===== src/design/sbst_pkg.sv =====
// ----------------------------------------------------------------------------
// sbst_pkg
// Shared types and constants of the sorted balanced tree layout block.
// ----------------------------------------------------------------------------
package sbst_pkg;

    localparam int VALUE_W  = 32;
    localparam int POS_W    = 3;
    localparam int LENGTH_W = 4;

    localparam logic [LENGTH_W-1:0] LENGTH_RESET = 4'd8;

    // one hop of the insertion chain
    typedef struct packed {
        logic                      valid;
        logic signed [VALUE_W-1:0] value;
    } link_t;

endpackage


===== src/design/sbst_if.sv =====
// ----------------------------------------------------------------------------
// sbst channel interfaces
// Valid/ready channels for values in, tree results out and length writes.
// ----------------------------------------------------------------------------
interface sbst_in_if;
    logic                               valid;
    logic                               ready;
    logic signed [sbst_pkg::VALUE_W-1:0] value;

    modport source (output valid, output value, input ready);
    modport sink   (input valid, input value, output ready);
endinterface

interface sbst_out_if;
    logic                               valid;
    logic                               ready;
    logic signed [sbst_pkg::VALUE_W-1:0] value_res;
    logic [sbst_pkg::POS_W-1:0]          position;
    logic                               last;

    modport source (output valid, output value_res, output position, output last, input ready);
    modport sink   (input valid, input value_res, input position, input last, output ready);
endinterface

interface sbst_cfg_if;
    logic                             valid;
    logic                             ready;
    logic [sbst_pkg::LENGTH_W-1:0]     length;

    modport source (output valid, output length, input ready);
    modport sink   (input valid, input length, output ready);
endinterface


===== src/design/sbst_cell.sv =====
// ----------------------------------------------------------------------------
// sbst_cell
// One cell of the insertion sort chain: keeps the smaller value, passes on
// the larger one to its right neighbor.
// ----------------------------------------------------------------------------
module sbst_cell
(
    input  logic                                clk,
    input  logic                                rst_n,
    input  logic                                clear,
    input  sbst_pkg::link_t                     link_in,
    output sbst_pkg::link_t                     link_out,
    output logic signed [sbst_pkg::VALUE_W-1:0] value
);

    logic                                held_reg;
    logic                                held_next;
    logic signed [sbst_pkg::VALUE_W-1:0] value_reg;
    logic signed [sbst_pkg::VALUE_W-1:0] value_next;
    logic                                pass_valid_reg;
    logic                                pass_valid_next;
    logic signed [sbst_pkg::VALUE_W-1:0] pass_value_reg;
    logic signed [sbst_pkg::VALUE_W-1:0] pass_value_next;

    always_comb
    begin
        held_next       = held_reg;
        value_next      = value_reg;
        pass_valid_next = 1'b0;
        pass_value_next = pass_value_reg;
        if (clear)
        begin
            held_next = 1'b0;
        end
        else if (link_in.valid)
        begin
            if (!held_reg)
            begin
                held_next  = 1'b1;
                value_next = link_in.value;
            end
            else if (link_in.value < value_reg)
            begin
                value_next      = link_in.value;
                pass_valid_next = 1'b1;
                pass_value_next = value_reg;
            end
            else
            begin
                pass_valid_next = 1'b1;
                pass_value_next = link_in.value;
            end
        end
    end

    always_ff @(posedge clk or negedge rst_n)
    begin
        if (!rst_n)
        begin
            held_reg       <= 1'b0;
            pass_valid_reg <= 1'b0;
        end
        else
        begin
            held_reg       <= held_next;
            pass_valid_reg <= pass_valid_next;
        end
    end

    always_ff @(posedge clk)
    begin
        value_reg      <= value_next;
        pass_value_reg <= pass_value_next;
    end

    assign link_out = '{valid: pass_valid_reg, value: pass_value_reg};
    assign value    = value_reg;

endmodule


===== src/design/sbst_walk.sv =====
// ----------------------------------------------------------------------------
// sbst_walk
// Preorder walker over a sorted index range: one floor midpoint per step,
// pending right halves kept on a small stack.
// ----------------------------------------------------------------------------
module sbst_walk #(
    parameter int CAPACITY = 8
)
(
    input  logic                                     clk,
    input  logic                                     rst_n,
    input  logic                                     start,
    input  logic [(CAPACITY > 1 ? $clog2(CAPACITY) : 1)-1:0] last_idx,
    input  logic                                     advance,
    output logic                                     active,
    output logic [(CAPACITY > 1 ? $clog2(CAPACITY) : 1)-1:0] mid
);

    localparam int IW  = (CAPACITY > 1) ? $clog2(CAPACITY) : 1;
    localparam int SD  = $clog2(CAPACITY + 1) + 1;
    localparam int SIW = $clog2(SD);
    localparam int SPW = $clog2(SD + 1);

    logic           act_reg;
    logic           act_next;
    logic [IW-1:0]  lo_reg;
    logic [IW-1:0]  lo_next;
    logic [IW-1:0]  hi_reg;
    logic [IW-1:0]  hi_next;
    logic [SPW-1:0] sp_reg;
    logic [SPW-1:0] sp_next;
    logic [IW-1:0]  stack_lo [SD];
    logic [IW-1:0]  stack_hi [SD];
    logic [IW:0]    sum;
    logic [SPW-1:0] sp_dec;
    logic           push;
    logic           has_left;
    logic           has_right;

    assign sum       = {1'b0, lo_reg} + {1'b0, hi_reg};
    assign mid       = sum[IW:1];
    assign has_left  = mid > lo_reg;
    assign has_right = mid < hi_reg;
    assign sp_dec    = sp_reg - 1'b1;

    always_comb
    begin
        act_next = act_reg;
        lo_next  = lo_reg;
        hi_next  = hi_reg;
        sp_next  = sp_reg;
        push     = 1'b0;
        if (start)
        begin
            act_next = 1'b1;
            lo_next  = '0;
            hi_next  = last_idx;
            sp_next  = '0;
        end
        else if (advance && act_reg)
        begin
            if (has_left)
            begin
                hi_next = mid - 1'b1;
                if (has_right)
                begin
                    // park the right half until the left subtree is done
                    push    = 1'b1;
                    sp_next = sp_reg + 1'b1;
                end
            end
            else if (has_right)
            begin
                lo_next = mid + 1'b1;
            end
            else if (sp_reg != '0)
            begin
                lo_next = stack_lo[sp_dec[SIW-1:0]];
                hi_next = stack_hi[sp_dec[SIW-1:0]];
                sp_next = sp_dec;
            end
            else
            begin
                act_next = 1'b0;
            end
        end
    end

    always_ff @(posedge clk or negedge rst_n)
    begin
        if (!rst_n)
        begin
            act_reg <= 1'b0;
            sp_reg  <= '0;
        end
        else
        begin
            act_reg <= act_next;
            sp_reg  <= sp_next;
        end
    end

    always_ff @(posedge clk)
    begin
        lo_reg <= lo_next;
        hi_reg <= hi_next;
        if (push)
        begin
            stack_lo[sp_reg[SIW-1:0]] <= mid + 1'b1;
            stack_hi[sp_reg[SIW-1:0]] <= hi_reg;
        end
    end

    assign active = act_reg;

endmodule


===== src/design/sorted_balanced_bst_layout.sv =====
// ----------------------------------------------------------------------------
// sorted_balanced_bst_layout
// Loads a set of signed values, sorts them and sends them out in the array
// layout of a balanced binary search tree.
// ----------------------------------------------------------------------------
// Channels: din takes one value per request; dout gives value_res, position
// and last per request; cfg writes the set length (1..CAPACITY, 0 acts as 1,
// larger values saturate). The user must write the length only while the
// block is idle; the block itself does not enforce this. The request that
// completes a set of N values starts the sort: the first N stored values
// stream one per cycle into a row of insertion cells, and the sort ends once
// the row has drained. Then a preorder walker sends one result per cycle
// while dout does not stall, N in all, the final one flagged by last. din is
// ready only while a set is loading; the output register lets the next set
// start loading while the final result still waits. A dout stall holds the
// walker in place. Reset empties the set and sets the length to 8.
// ----------------------------------------------------------------------------
module sorted_balanced_bst_layout #(
    parameter int CAPACITY = 8
)
(
    input  logic        clk,
    input  logic        rst_n,
    sbst_in_if.sink     din,
    sbst_out_if.source  dout,
    sbst_cfg_if.sink    cfg
);

    localparam int IW = (CAPACITY > 1) ? $clog2(CAPACITY) : 1;
    localparam int NW = $clog2(CAPACITY + 1);

    localparam logic [1:0] ST_LOAD = 2'd0;
    localparam logic [1:0] ST_SORT = 2'd1;
    localparam logic [1:0] ST_EMIT = 2'd2;

    logic [1:0]                          state_reg;
    logic [1:0]                          state_next;
    logic [sbst_pkg::LENGTH_W-1:0]       len_reg;
    logic [NW-1:0]                       lc_reg;
    logic [NW-1:0]                       lc_next;
    logic [NW-1:0]                       n_reg;
    logic [NW-1:0]                       n_eff;
    logic [NW-1:0]                       feed_idx_reg;
    logic [NW-1:0]                       ecnt_reg;
    logic                                feed_valid_reg;
    logic signed [sbst_pkg::VALUE_W-1:0] feed_value_reg;
    logic signed [sbst_pkg::VALUE_W-1:0] store [CAPACITY];
    sbst_pkg::link_t                     links [CAPACITY+1];
    logic [CAPACITY:0]                   link_valid;
    logic signed [sbst_pkg::VALUE_W-1:0] cell_val [CAPACITY];
    logic                                accept;
    logic                                fire;
    logic                                sort_done;
    logic                                walk_active;
    logic [IW-1:0]                       walk_mid;
    logic                                adv;
    logic                                out_valid_reg;
    logic signed [sbst_pkg::VALUE_W-1:0] out_value_reg;
    logic [sbst_pkg::POS_W-1:0]          out_pos_reg;
    logic                                out_last_reg;

    // effective set length
    always_comb
    begin
        if (len_reg == '0)
        begin
            n_eff = NW'(1);
        end
        else if (32'(len_reg) > 32'(CAPACITY))
        begin
            n_eff = NW'(CAPACITY);
        end
        else
        begin
            n_eff = NW'(len_reg);
        end
    end

    assign din.ready = (state_reg == ST_LOAD);
    assign cfg.ready = 1'b1;
    assign accept    = din.valid && din.ready;
    assign lc_next   = (lc_reg == NW'(CAPACITY)) ? lc_reg : lc_reg + 1'b1;
    assign fire      = accept && (lc_next >= n_eff);

    assign links[0] = '{valid: feed_valid_reg, value: feed_value_reg};
    always_comb
    begin
        for (int i = 0; i <= CAPACITY; i++)
        begin
            link_valid[i] = links[i].valid;
        end
    end

    assign sort_done = (state_reg == ST_SORT) && (feed_idx_reg == n_reg) && !(|link_valid);
    assign adv       = (state_reg == ST_EMIT) && walk_active && (!out_valid_reg || dout.ready);

    always_comb
    begin
        state_next = state_reg;
        case (state_reg)
            ST_LOAD:
            begin
                if (fire)
                begin
                    state_next = ST_SORT;
                end
            end
            ST_SORT:
            begin
                if (sort_done)
                begin
                    state_next = ST_EMIT;
                end
            end
            ST_EMIT:
            begin
                if (!walk_active)
                begin
                    state_next = ST_LOAD;
                end
            end
            default:
            begin
                state_next = ST_LOAD;
            end
        endcase
    end

    always_ff @(posedge clk or negedge rst_n)
    begin
        if (!rst_n)
        begin
            state_reg      <= ST_LOAD;
            len_reg        <= sbst_pkg::LENGTH_RESET;
            lc_reg         <= '0;
            n_reg          <= NW'(1);
            feed_idx_reg   <= '0;
            feed_valid_reg <= 1'b0;
            ecnt_reg       <= '0;
            out_valid_reg  <= 1'b0;
        end
        else
        begin
            state_reg <= state_next;
            if (cfg.valid && cfg.ready)
            begin
                len_reg <= cfg.length;
            end
            if (fire)
            begin
                lc_reg       <= '0;
                n_reg        <= n_eff;
                feed_idx_reg <= '0;
            end
            else if (accept)
            begin
                lc_reg <= lc_next;
            end
            if ((state_reg == ST_SORT) && (feed_idx_reg < n_reg))
            begin
                feed_valid_reg <= 1'b1;
                feed_idx_reg   <= feed_idx_reg + 1'b1;
            end
            else
            begin
                feed_valid_reg <= 1'b0;
            end
            if (sort_done)
            begin
                ecnt_reg <= '0;
            end
            else if (adv)
            begin
                ecnt_reg <= ecnt_reg + 1'b1;
            end
            if (adv)
            begin
                out_valid_reg <= 1'b1;
            end
            else if (dout.ready)
            begin
                out_valid_reg <= 1'b0;
            end
        end
    end

    always_ff @(posedge clk)
    begin
        if (accept && (lc_reg < NW'(CAPACITY)))
        begin
            store[lc_reg[IW-1:0]] <= din.value;
        end
        if (feed_idx_reg < n_reg)
        begin
            feed_value_reg <= store[feed_idx_reg[IW-1:0]];
        end
        if (adv)
        begin
            out_value_reg <= cell_val[walk_mid];
            out_pos_reg   <= ecnt_reg[sbst_pkg::POS_W-1:0];
            out_last_reg  <= (ecnt_reg == (n_reg - 1'b1));
        end
    end

    for (genvar g = 0; g < CAPACITY; g++)
    begin : g_cell
        sbst_cell u_cell (
            .clk      (clk),
            .rst_n    (rst_n),
            .clear    (fire),
            .link_in  (links[g]),
            .link_out (links[g+1]),
            .value    (cell_val[g])
        );
    end

    sbst_walk #(
        .CAPACITY (CAPACITY)
    ) u_walk (
        .clk      (clk),
        .rst_n    (rst_n),
        .start    (sort_done),
        .last_idx (IW'(n_reg - 1'b1)),
        .advance  (adv),
        .active   (walk_active),
        .mid      (walk_mid)
    );

    assign dout.valid     = out_valid_reg;
    assign dout.value_res = out_value_reg;
    assign dout.position  = out_pos_reg;
    assign dout.last      = out_last_reg;

endmodule


===== src/flat_wrapper.sv =====
// flat-port wrapper written by rule: the top's interface ports become plain ports
module sorted_balanced_bst_layout_flat 
#(
    parameter int CAPACITY = 8
)
  (clk, rst_n, din_valid, din_value, din_ready, dout_valid, dout_value_res, dout_position, dout_last, dout_ready, cfg_valid, cfg_length, cfg_ready);
  sbst_in_if din_i ();
  sbst_out_if dout_i ();
  sbst_cfg_if cfg_i ();
  input  logic clk;
  input  logic rst_n;
  input wire logic [$bits(din_i.valid)-1:0] din_valid;
  input wire logic [$bits(din_i.value)-1:0] din_value;
  output wire logic [$bits(din_i.ready)-1:0] din_ready;
  output wire logic [$bits(dout_i.valid)-1:0] dout_valid;
  output wire logic [$bits(dout_i.value_res)-1:0] dout_value_res;
  output wire logic [$bits(dout_i.position)-1:0] dout_position;
  output wire logic [$bits(dout_i.last)-1:0] dout_last;
  input wire logic [$bits(dout_i.ready)-1:0] dout_ready;
  input wire logic [$bits(cfg_i.valid)-1:0] cfg_valid;
  input wire logic [$bits(cfg_i.length)-1:0] cfg_length;
  output wire logic [$bits(cfg_i.ready)-1:0] cfg_ready;
  assign din_i.valid = din_valid;
  assign din_i.value = din_value;
  assign din_ready = din_i.ready;
  assign dout_valid = dout_i.valid;
  assign dout_value_res = dout_i.value_res;
  assign dout_position = dout_i.position;
  assign dout_last = dout_i.last;
  assign dout_i.ready = dout_ready;
  assign cfg_i.valid = cfg_valid;
  assign cfg_i.length = cfg_length;
  assign cfg_ready = cfg_i.ready;
  sorted_balanced_bst_layout #(.CAPACITY(CAPACITY)) u_core (.clk(clk), .rst_n(rst_n), .din(din_i), .dout(dout_i), .cfg(cfg_i));
endmodule

===== config.mk =====
export PLATFORM = sky130hd
export DESIGN_NAME = sorted_balanced_bst_layout_flat
export DESIGN_NICKNAME = d
export VERILOG_FILES = /design/src/design/sbst_pkg.sv /design/src/design/sbst_if.sv /design/src/design/sbst_cell.sv /design/src/design/sbst_walk.sv /design/src/design/sorted_balanced_bst_layout.sv /design/src/flat_wrapper.sv
export SDC_FILE = /design/constraint.sdc
export NUM_CORES = 1
export LEC_CHECK = 0
export BUFFER_PORTS_ARGS = -buffer_cell sky130_fd_sc_hd__buf_2
export CAP_MARGIN = 20
export CORE_UTILIZATION = 57
export DETAILED_ROUTE_END_ITERATION = 16
export PLACE_DENSITY = 0.76
export SYNTH_ARGS = -nofsm -noshare
export SYNTH_HDL_FRONTEND = slang
export SYNTH_HIERARCHICAL = 1
export SYNTH_SLANG_ARGS = --single-unit

===== constraint.sdc =====
create_clock -name clk -period 4 [get_ports clk]
set_input_delay 0.2 -clock clk [delete_from_list [all_inputs] [get_ports clk]]
set_output_delay 0.2 -clock clk [all_outputs]
set_load 0.05 [all_outputs]

======== Word level (Yosys, flattened, before mapping) ========
Memories as Yosys holds them, arrays and structs flattened. A register that Yosys moved wholly into a read port is not among the register bits.
Cells that the tools add are included.
storage, ports and cells
  register bits after elaboration ......... 566
  RAM bits ................................ 286
  input bits .............................. 41
  output and inout bits ................... 39
  logic and storage cells ................. 256
  memories kept ........................... 3
operators by class
  add/subtract/negate cells ............... 9
  $lt $le $gt $ge ......................... 15
  equality and inequality tests ........... 21
  mux-type cells .......................... 108
  bitwise logic cells ..................... 3
  reductions and logical operators ........ 51
memory list
  memory                  depth  bits a word  rd ports  clocked after memory_dff  wr ports  RTL line                          text
  u_core.store            8      32           1         1                         1         sorted_balanced_bst_layout.sv:47  logic signed [sbst_pkg::VALUE_W-1:0] store [CAPACITY];
  u_core.u_walk.stack_hi  5      3            1         0                         1         sbst_walk.sv:33                   logic [IW-1:0] stack_hi [SD];
  u_core.u_walk.stack_lo  5      3            1         0                         1         sbst_walk.sv:32                   logic [IW-1:0] stack_lo [SD];
operators by type and width
  cell                 count
  $mux 32              25
  $lt 32x32->1         8
  $bmux 32 s3          1
  $mux 1               56
  $reduce_and 3->1     18
  $mux 3               13
  $mux 4               9
  $reduce_bool 2->1    14
  $ne 2x1->1 const B   12
  $add 4x1->4 const B  3
  $logic_and 1x1->1    9
  $reduce_or 9->1      1
  $eq 4x4->1           2
  $reduce_and 4->1     2
  $add 3x1->3 const B  2
  $mux 2               3
  $pmux 2 s3           1
  $reduce_bool 3->1    2
  $sub 3x1->3 const B  2
  $add 3x3->4          1
  $eq 4x4->1 const B   1
  $ge 4x4->1           1
  $ge 4x4->1 const B   1
  $gt 4x4->1 const B   1
  other kinds (16)     19

======== Depth between registers and ports, before layout ========
Gate-level depths: netlist of the first run.
  depth in word-level cells ............... 8
  gate-level depth with buffers ........... 12
  mapped depth without buffers ............ 12

======== By module ========
Netlist of the first run, hierarchy kept.
modules (own cells, without submodules)
  module                      instances  cells an instance  area an instance (sq um)  sequential area each (sq um)
  sbst_cell                   8          220                3,315.7                   1,971.9
  sorted_balanced_bst_layout  1          706                14,948.1                  10,332.4
  sbst_walk                   1          157                2,087.0                   1,151.1

======== Worst setup path before layout of the first run ========
No wires, ideal clock.
  path type ............................... flip-flop to flip-flop
  start point ............................. reg u_core.out_valid_reg (netlist: u_core/dout.valid)
  end point ............................... mem u_core/u_walk/stack_hi[0][0] (netlist bit) (enable)
  library setup time ...................... 0.377 ns
  arrival ................................. 4.096 ns
  data required time ...................... 3.623 ns
  setup slack ............................. -0.472 ns
  cell stages (with the launch flop) ...... 5
  path buffers ............................ 0
  period minus slack after synthesis ...... 4.472 ns
  cell sequence ........................... dfrtp_1 a21oi_1 nand2_1 or4_4 nor3_1
between the ends
  word-level cells in the longest chain between the ends .. 8
RTL lines
  item                          RTL line                           text
  start, declared               sorted_balanced_bst_layout.sv:57   logic out_valid_reg;
  start signal, assigned        sorted_balanced_bst_layout.sv:140  out_valid_reg <= 1'b0;
  start signal, assigned        sorted_balanced_bst_layout.sv:178  out_valid_reg <= 1'b1;
  start signal, assigned        sorted_balanced_bst_layout.sv:182  out_valid_reg <= 1'b0;
  $logic_not 1->1               sorted_balanced_bst_layout.sv:95   assign adv = (state_reg == ST_EMIT) && walk_active && (!out_valid_reg || dout.ready);
  $logic_or 1x1->1              sorted_balanced_bst_layout.sv:95
  $logic_and 1x1->1             sorted_balanced_bst_layout.sv:95
  named net u_core.adv          sorted_balanced_bst_layout.sv:56   logic adv;
  $logic_and 1x1->1             sbst_walk.sv:60                    else if (advance && act_reg)
  $mux 1                        sbst_walk.sv:60
  $mux 1                        sbst_walk.sv:53                    if (start)
  $mux 1                        sbst_walk.sv:107                   if (push)
  $mux 1 (implied by the code)  sbst_walk.sv:110                   stack_hi[sp_reg[SIW-1:0]] <= hi_reg;
  end, declared                 sbst_walk.sv:33
The timed path passes the listed nets, and every way through them passes these cells.

======== Worst setup path in the final report of the first run ========
  start point ............................. reg u_core.u_walk.hi_reg[0]
  end point ............................... mem u_core/u_walk/stack_hi[3][0] (netlist bit) (enable)
between the ends
  word-level cells in the longest chain between the ends .. 8
  elaborated cells between the ends (all ways) .. 9
  classes of those cells .................. add/sub (1); order compare (2); mux (6)
RTL lines
  item                              RTL line                          text
  start, declared                   sbst_walk.sv:28                   logic [IW-1:0] hi_reg;
  start signal, assigned            sbst_walk.sv:106                  hi_reg <= hi_next;
  $add 3x3->4 (*)                   sbst_walk.sv:40                   assign sum = {1'b0, lo_reg} + {1'b0, hi_reg};
  named net u_core.walk_mid[0]      sorted_balanced_bst_layout.sv:55  logic [IW-1:0] walk_mid;
  $lt 3x3->1                        sbst_walk.sv:43                   assign has_right = mid < hi_reg;
  $mux 1                            sbst_walk.sv:65                   if (has_right)
  $mux 1 (*)                        sbst_walk.sv:62                   if (has_left)
  $mux 1 (*)                        sbst_walk.sv:60
  $mux 1 (*)                        sbst_walk.sv:53
  $mux 1 (*)                        sbst_walk.sv:107
  $mux 1 (implied by the code) (*)  sbst_walk.sv:110
The timed path passes the listed nets; every way through them passes the cells marked *.

==> flow_metrics.py, run 1 <==
metrics = {
    "global_routing": {
        "gr-total-overflow": 0,
        "gr-usage-all-layers": 0.2124,
        "grt_antenna_before_repair": 0,
        "grt_max_degree": 69,
        "first_global_vias": 22370,
        "grt_pass1_wl_um": 123200,
    },
    "critical_path": {
        "slowest_delay_ns": 0.78,
        "worstSetupPathType": "reg -> reg",
        "critPathCaptureType": "register",
        "rrSetupSlack_ns": 0.29,
        "cpMaxStageDelayCell": "fa_4",
        "worstPathMaxFanout": 9,
        "worstPathArrival_ns": 4.06,
        "timing.rr.start": "u_core/u_walk/hi_reg[0]",
        "startpoint_type": "register",
        "critPathRequiredTime_ns": 4.35,
        "crit_chain": "and2_1, fa_4, inv_1, ha_1, and3_1, a21oi_4, nand2_1, or4_4, nor3_1, buf_4",
        "reg2reg_depth": 10,
        "reg2reg_to": "u_core/u_walk/stack_hi[3][0]",
    },
    "clock_tree": {
        "h-tree-depth": 3,
        "cts_root_buffer": "clkbuf_16",
        "insertion_delay_ns": 0.66,
        "cts_max_path_buffers": 3,
        "clk_pin_slew_ns": 0.06,
        "cts-buffers-inserted": 89,
        "post_cts_buffers": 0,
        "cts_tree": "yes",
        "clkSinkCount": 884,
    },
    "routing": {
        "drt-vias-per-instance": 5.779,
        "wirelength_um": 78630,
        "drtPass1Iterations": 5,
        "drtAntennaViolNets": 0,
        "wire_per_inst_um": 20.82,
        "drc": 0,
        "num_vias": 21830,
        "drtIter0Drc": 1621,
    },
    "cells_and_area": {
        "layout_common_cells": "edfxtp_1, inv_1, ha_1",
        "stdcell_area_um2": 47120,
        "syn_to_final_growth_pct": 11.93,
        "final_util": 0.6458,
        "final_common_cell": "edfxtp_1",
        "fin_cells": 3777,
        "drive_gt1_frac": 0.2601,
        "fin_nets": 3063,
        "num_antenna_cells": 0,
    },
    "sta": {
        "worst_pin_slew_ns": 1.058,
        "max_freq_mhz": 269.6,
        "hold_violations": 0,
        "finClkSkew_ns": 0.02743,
        "slew_violations": 0,
        "finalSetupViolations": 0,
        "min_period_ns": 3.709,
        "slew_headroom": 0.2857,
        "timing.final.crit_share": 0.9273,
        "rsz0062_at_grt": "no",
        "finalSetupTns_ns": 0,
    },
    "power_and_ir_drop": {
        "cellPowerDensity_nw_per_um2": 766.9,
        "total_power_mw": 36.13,
        "p_leak_nw": 18.25,
        "irDropWorstVdd_v": 0.0004463,
    },
    "place": {
        "port_buffers": 78,
        "numPlacedInstances": 3575,
        "place_area_um2": 43730,
        "place.gp.congestion": 0.8657,
        "hpwl_um": 53960,
    },
    "yosys": {
        "yosysWarnings": 6,
        "syn_area_um2": 42100,
        "syn_nets": 2870,
        "avgSynthCellArea_um2": 16.48,
        "netlist_instances": 2555,
    },
    "die": {
        "die_area_um2": 74940,
        "num_io_pins": 80,
        "rows": 99,
        "initial_core_util": 0.5770,
        "core_um2": 72960,
        "die_x_um": 273.8,
        "die_h_um": 273.8,
    },
    "min_path": {
        "hold_class": "in -> async",
    },
    "flow_run": {
        "cap_violations": 0,
    },
    "outcome": {
        "status": "finished clean",
    },
}
[cell type report]
class,instances,area (um2)
clock buffers,109,2366
clock inverters,52,606.8
fillers,4860,25840
inverters,288,1081
multi-input cells,1309,14320
flip-flops and latches,884,26300
well taps,959,1200
repair buffers,176,1249
[metal layers]
layer / up-vias / track usage / wire length (um)
met2: 535 / 0.3551 / 38940
met3: 128 / 0.02912 / 3877
met5: - / 0 / 0
met4: 0 / 0.06336 / 1825
met1: 10980 / 0.2909 / 33980
li1: 10190 / - / -
[per-stage QoR]
step	hold WS, ns	setup WS, ns
floorplan	-0.09559	0.2025
global placement	0.3216	0.3403
detailed placement	0.3347	0.2276
CTS	0.1678	0.2182
global route	0.2403	0.04203
finish	0.1738	0.2909
[power breakdown]
part           switching, mW  leakage [nW]  internal, mW
Combinational           6.34          8.61          6.65
Clock                   3.53          1.43          4.83
Sequential              1.48          8.21          13.3
Total                   11.3          18.3          24.8
[critical path: cells and delay by family, from the launching register on]
kind / cells / cell delay [ns]
adders and majority gates: 2 / 1.10
AOI/OAI and AO/OA: 1 / 0.24
DFF: 1 / 0.50
and+or+nand+nor: 5 / 1.24
buffers and inverters: 2 / 0.32
[how the worst max path moves through the flow]
| stage | cells past startpoint | startpoint | to |
|---|---|---|---|
| after floorplan | 12 | u_core/lc_reg[1] | u_core/g_cell[0].u_cell/pass_value_reg[0] |
| after detailed placement | 11 | u_core/u_walk/hi_reg[1] | u_core/u_walk/stack_hi[3][1] |
| final | 10 | u_core/u_walk/hi_reg[0] | u_core/u_walk/stack_hi[3][0] |
| after global routing | 11 | u_core/u_walk/hi_reg[1] | u_core/u_walk/stack_hi[3][0] |
| after CTS | 10 | u_core/u_walk/hi_reg[0] | u_core/u_walk/stack_hi[3][0] |
| after global placement | 10 | u_core/u_walk/hi_reg[0] | u_core/u_walk/stack_hi[2][1] |
[timing repair]
item,in CTS,in global routing
endpoints found under the hold margin,305,0
hold buffers,40,0
gates resized for setup,0,1
endpoints found under the setup margin,0,6
(Power assumes the default switching activity.)
==> run 2: changes to the inputs <==
==> constraint.sdc (replaced) <==
create_clock -name clk -period 4 [get_ports clk]
set_input_delay 0.4 -clock clk [delete_from_list [all_inputs] [get_ports clk]]
set_output_delay 0.4 -clock clk [all_outputs]
set_load 0.05 [all_outputs]
==> run 2 against run 1 <==
  * Clock skew fell by 0.00083 ns
  * Sequential cell count did not move
  * Largest cell class unchanged
  * Clock power about the same
  * Routed wire length down 0.16%
  * Via count down 0.16%
  * Critical path depth rose by 1
  * Clock-buffer cell count unchanged
  * Worst hold slack worse by 0.15 ns
  * Global-route usage about the same
  * Setup slack worse by 0.017 ns
==> flow_metrics.py, run 2 (same netlist as run 1, synthesis figures left out) <==
metrics = {
    "sta": {
        "min_period_ns": 3.726,
        "slew_headroom": 0.2888,
        "timing.final.crit_share": 0.9316,
        "rsz0062_at_grt": "no",
        "hold_ws_ns": 0.02833,
        "finalSetupTns_ns": 0,
        "finClkSkew_ns": 0.02659,
        "max_freq_mhz": 268.4,
        "hold_violations": 0,
        "post-route-worst-setup-slack_ns": 0.2737,
        "worst_pin_slew_ns": 1.053,
        "slew_violations": 0,
        "finalSetupViolations": 0,
    },
    "global_routing": {
        "grt_antenna_before_repair": 1,
        "grt_pass1_wl_um": 123000,
        "first_global_vias": 22330,
        "gr-usage-all-layers": 0.2121,
        "gr-total-overflow": 0,
        "grt_max_degree": 69,
    },
    "clock_tree": {
        "cts-buffers-inserted": 89,
        "clkSinkCount": 884,
        "cts_tree": "yes",
        "clk_pin_slew_ns": 0.06,
        "h-tree-depth": 3,
        "insertion_delay_ns": 0.66,
        "cts_max_path_buffers": 3,
        "cts_root_buffer": "clkbuf_16",
    },
    "critical_path": {
        "reg2reg_to": "u_core/u_walk/stack_lo[3][0]",
        "timing.rr.start": "u_core/u_walk/hi_reg[1]",
        "rrSetupSlack_ns": 0.27,
        "reg2reg_depth": 11,
        "critPathCaptureType": "register",
        "startpoint_type": "register",
        "worstSetupPathType": "reg -> reg",
        "critPathRequiredTime_ns": 4.35,
        "worstPathMaxFanout": 9,
        "worstPathArrival_ns": 4.08,
    },
    "cells_and_area": {
        "stdcell_area_um2": 47010,
        "syn_to_final_growth_pct": 11.67,
        "fin_cells": 3766,
        "fin_nets": 3052,
        "final_common_cell": "edfxtp_1",
        "fillCellCount": 4861,
        "final_util": 0.6443,
        "drive_gt1_frac": 0.2611,
        "num_antenna_cells": 0,
        "layout_common_cells": "edfxtp_1, inv_1, ha_1",
    },
    "die": {
        "initial_core_util": 0.5770,
        "num_io_pins": 80,
        "die_x_um": 273.8,
        "core_um2": 72960,
        "rows": 99,
        "die_h_um": 273.8,
        "die_area_um2": 74940,
    },
    "outcome": {
        "status": "finished clean",
    },
    "routing": {
        "drtAntennaViolNets": 0,
        "wire_per_inst_um": 20.85,
        "drc": 0,
        "wirelength_um": 78510,
        "drt-vias-per-instance": 5.787,
        "num_vias": 21800,
        "drtIter0Drc": 1646,
        "drtPass1Iterations": 5,
    },
    "place": {
        "hpwl_um": 53960,
        "place_area_um2": 43730,
        "place.gp.congestion": 0.8657,
        "port_buffers": 78,
        "numPlacedInstances": 3575,
        "place_ws_ns": 0.2276,
    },
    "min_path": {
        "hold_class": "in -> reg",
        "hp-start": "din_value[25]",
        "hold_end": "u_core/store[6][25]",
        "hold_depth": 1,
    },
    "flow_run": {
        "cap_violations": 0,
    },
    "power_and_ir_drop": {
        "p_leak_nw": 18.21,
        "irDropWorstVdd_v": 0.0004458,
        "total_power_mw": 36.13,
        "cellPowerDensity_nw_per_um2": 768.5,
    },
}
[run 2: critical path, cell delays in order (launching register included)]
cell and delay (ns):
edfxtp_1 0.53, ha_1 0.33, a31o_2 0.24, a21oi_1 0.32
inv_1 0.16, ha_1 0.38, nand3b_1 0.18, a21oi_4 0.28
nand2_1 0.11, or4_4 0.51, nor3_1 0.19, buf_4 0.20
[run 2: report_power, final]
| group | switching, mW | internal [mW] |
|---|---|---|
| Sequential | 1.48 | 13.3 |
| Combinational | 6.33 | 6.65 |
| Clock | 3.53 | 4.83 |
| Total | 11.3 | 24.8 |
[run 2: layout make-up]
type,instances,area (um2),area share
clock buffer,109,2366,0.05033
clock inverter,52,606.8,0.01291
inverter,288,1081,0.02300
multi-input combinational,1309,14320,0.3045
sequential,884,26300,0.5595
tap,959,1200,0.02552
timing repair buffer,165,1139,0.02422
[run 2: how the worst max path moves through the flow]
stage / end / slack (ns) / cells past startpoint / from
after floorplan: u_core/g_cell[0].u_cell/pass_value_reg[0] / 0.20 / 12 / u_core/lc_reg[1]
after global placement: u_core/u_walk/stack_hi[2][1] / 0.34 / 10 / u_core/u_walk/hi_reg[0]
after detailed placement: u_core/u_walk/stack_hi[3][1] / 0.23 / 11 / u_core/u_walk/hi_reg[1]
after CTS: u_core/u_walk/stack_hi[3][0] / 0.22 / 10 / u_core/u_walk/hi_reg[0]
after global routing: u_core/u_walk/stack_hi[3][0] / 0.04 / 11 / u_core/u_walk/hi_reg[1]
final: u_core/u_walk/stack_lo[3][0] / 0.27 / 11 / u_core/u_walk/hi_reg[1]
[run 2: timing repair]
item	CTS	global route
resized for setup	0	1
hold endpoints to repair	205	0
hold buffers	29	0
endpoints found under the setup margin	0	6
setup buffers	0	0
[run 2: per-layer routing]
metal / wire, um / up-vias / GRT usage
li1: - / 10170 / -
met1: 33960 / 10940 / 0.2903
met2: 38770 / 553 / 0.3545
met3: 3893 / 132 / 0.02965
met4: 1872 / 2 / 0.06322
met5: 8 / - / 0
==> run 3: changes to the inputs <==
ABC_AREA = 1   (was not set)
CORE_ASPECT_RATIO = 0.5   (was not set)
==> run 3 against run 2 <==
  * Area after synthesis is 3.3% higher
  * Non-clock buffer count is 11 lower
  * Worst hold slack better by 0.0045 ns
  * Routed wire length is 21% higher
  * Critical endpoint is now u_core/u_walk/stack_lo[0][2]
  * Setup slack better by 0.37 ns
  * Global-route usage is 3.4 points higher
  * Sequential cell count stayed put
  * Cell count is 40% higher
  * Synthesized cell count is 61% higher
==> flow_metrics.py, run 3 <==
metrics = {
    "sta": {
        "slew_violations": 0,
        "max_freq_mhz": 297.6,
        "rsz0062_at_grt": "no",
        "worst_pin_slew_ns": 1.030,
        "finClkSkew_ns": 0.02033,
        "timing.final.crit_share": 0.8400,
        "min_period_ns": 3.360,
        "hold_ws_ns": 0.03287,
        "slew_headroom": 0.3122,
        "finalSetupViolations": 0,
        "hold_violations": 0,
    },
    "power_and_ir_drop": {
        "cellPowerDensity_nw_per_um2": 380.2,
        "irDropWorstVdd_v": 0.0002995,
        "p_leak_nw": 19.82,
    },
    "flow_run": {
        "cap_violations": 0,
    },
    "place": {
        "hpwl_um": 65190,
        "place.gp.congestion": 0.8936,
        "port_buffers": 78,
        "place_area_um2": 44480,
    },
    "routing": {
        "wire_per_inst_um": 18.07,
        "drtAntennaViolNets": 0,
        "wirelength_um": 95300,
        "drtPass1Iterations": 8,
        "num_vias": 29290,
        "drtIter0Drc": 3205,
        "drc": 0,
        "drt-vias-per-instance": 5.554,
    },
    "yosys": {
        "netlist_instances": 4104,
        "avgSynthCellArea_um2": 10.60,
        "syn_nets": 4419,
        "syn_area_um2": 43490,
        "yosysWarnings": 6,
    },
    "die": {
        "initial_core_util": 0.5773,
        "die_h_um": 197.3,
        "die_x_um": 392.6,
        "num_io_pins": 80,
        "core_um2": 75330,
        "die_area_um2": 77470,
        "rows": 71,
    },
    "critical_path": {
        "reg2reg_depth": 12,
        "worstPathMaxFanout": 10,
        "critPathRequiredTime_ns": 4.28,
        "worstSetupPathType": "reg -> reg",
        "worstPathArrival_ns": 3.64,
        "startpoint_type": "register",
        "critPathCaptureType": "register",
    },
    "cells_and_area": {
        "syn_to_final_growth_pct": 9.235,
        "fillCellCount": 5721,
        "final_common_cell": "nand2_1",
        "stdcell_area_um2": 47510,
        "layout_common_cells": "nand2_1, edfxtp_1, inv_1",
        "drive_gt1_frac": 0.1343,
        "fin_nets": 4501,
    },
    "outcome": {
        "status": "finished clean",
    },
    "clock_tree": {
        "insertion_delay_ns": 0.66,
        "cts_root_buffer": "clkbuf_16",
        "cts_max_path_buffers": 3,
        "cts-buffers-inserted": 79,
        "cts_tree": "yes",
        "h-tree-depth": 3,
        "clkSinkCount": 884,
        "hold_buffers": 34,
        "clk_pin_slew_ns": 0.06,
        "cts_resized": 0,
        "post_cts_buffers": 0,
    },
    "global_routing": {
        "grt_antenna_before_repair": 1,
        "grt_max_degree": 121,
        "first_global_vias": 27740,
        "grt_pass1_wl_um": 149500,
        "gr-total-overflow": 0,
        "gr-usage-all-layers": 0.2462,
    },
    "min_path": {
        "hold_depth": 1,
        "hold_class": "in -> reg",
    },
}
[run 3: worst max-delay path, cell delays in order, from the launching register on]
cell and delay, ns:
edfxtp_1 0.49, nand2_1 0.11, inv_1 0.07, fa_4 0.81, inv_2 0.11, ha_1 0.28, nand3_1 0.15, nand2_4 0.12
nor2_4 0.13, inv_2 0.05, nor2_2 0.12, nand2_1 0.11, nor2_1 0.43
[run 3: area by class of cell]
type | count | area (um2) | share of cell area
inverters | 415 | 1563 | 0.03290
flip-flops and latches | 884 | 26300 | 0.5537
clock buffers | 102 | 2083 | 0.04385
repair buffers | 154 | 1059 | 0.02228
multi-input cells | 2652 | 14620 | 0.3077
well taps | 1022 | 1279 | 0.02692
diodes | 1 | 2.502 | 0.00005268
clock inverters | 44 | 598.1 | 0.01259
[run 3: report_power, final]
group / internal [mW] / switching (mW) / total, mW
sequential: 10.0 / 0.00350 / 10.0
clock: 4.46 / 3.47 / 7.93
combinational: 0.0458 / 0.0634 / 0.109
[run 3: metrics by stage]
step                      cells  total power, mW  utilization  worst slack [ns]  setup TNS [ns]
after floorplan            4104            10.24            -           -0.6597         -151.69
after global placement     5093            10.30       0.5905            0.7602               0
after detailed placement   5093            10.30       0.5905            0.6605               0
after CTS                  5273            18.18       0.6306            0.6567               0
after global routing       5274            18.51       0.6306            0.4501               0
final                      5274            18.06       0.6306            0.6400               0
[run 3: per-layer routing]
metal,part of all wire,GRT usage,vias to the layer above
met3,0.088,0.04547,157
li1,-,-,14030
met1,0.45,0.3638,13980
met4,0.025,0.07364,0
met5,0,0,-
met2,0.44,0.3717,1134
[run 3: path summary, 6_finish.rpt]
kind,slack (ns),start,endpoint
max in group asynchronous,3.07,rst_n,u_core/feed_idx_reg[0]
min,0.03,din_value[27],u_core/store[1][27]
max,0.64,u_core/u_walk/hi_reg[0],u_core/u_walk/stack_lo[0][2]
min in group asynchronous,0.41,rst_n,u_core/len_reg[0]
min reg2reg,0.45,u_core/g_cell[6].u_cell/pass_value_reg[0],u_core/g_cell[7].u_cell/value[0]
max reg2reg,0.64,u_core/u_walk/hi_reg[0],u_core/u_walk/stack_lo[0][2]
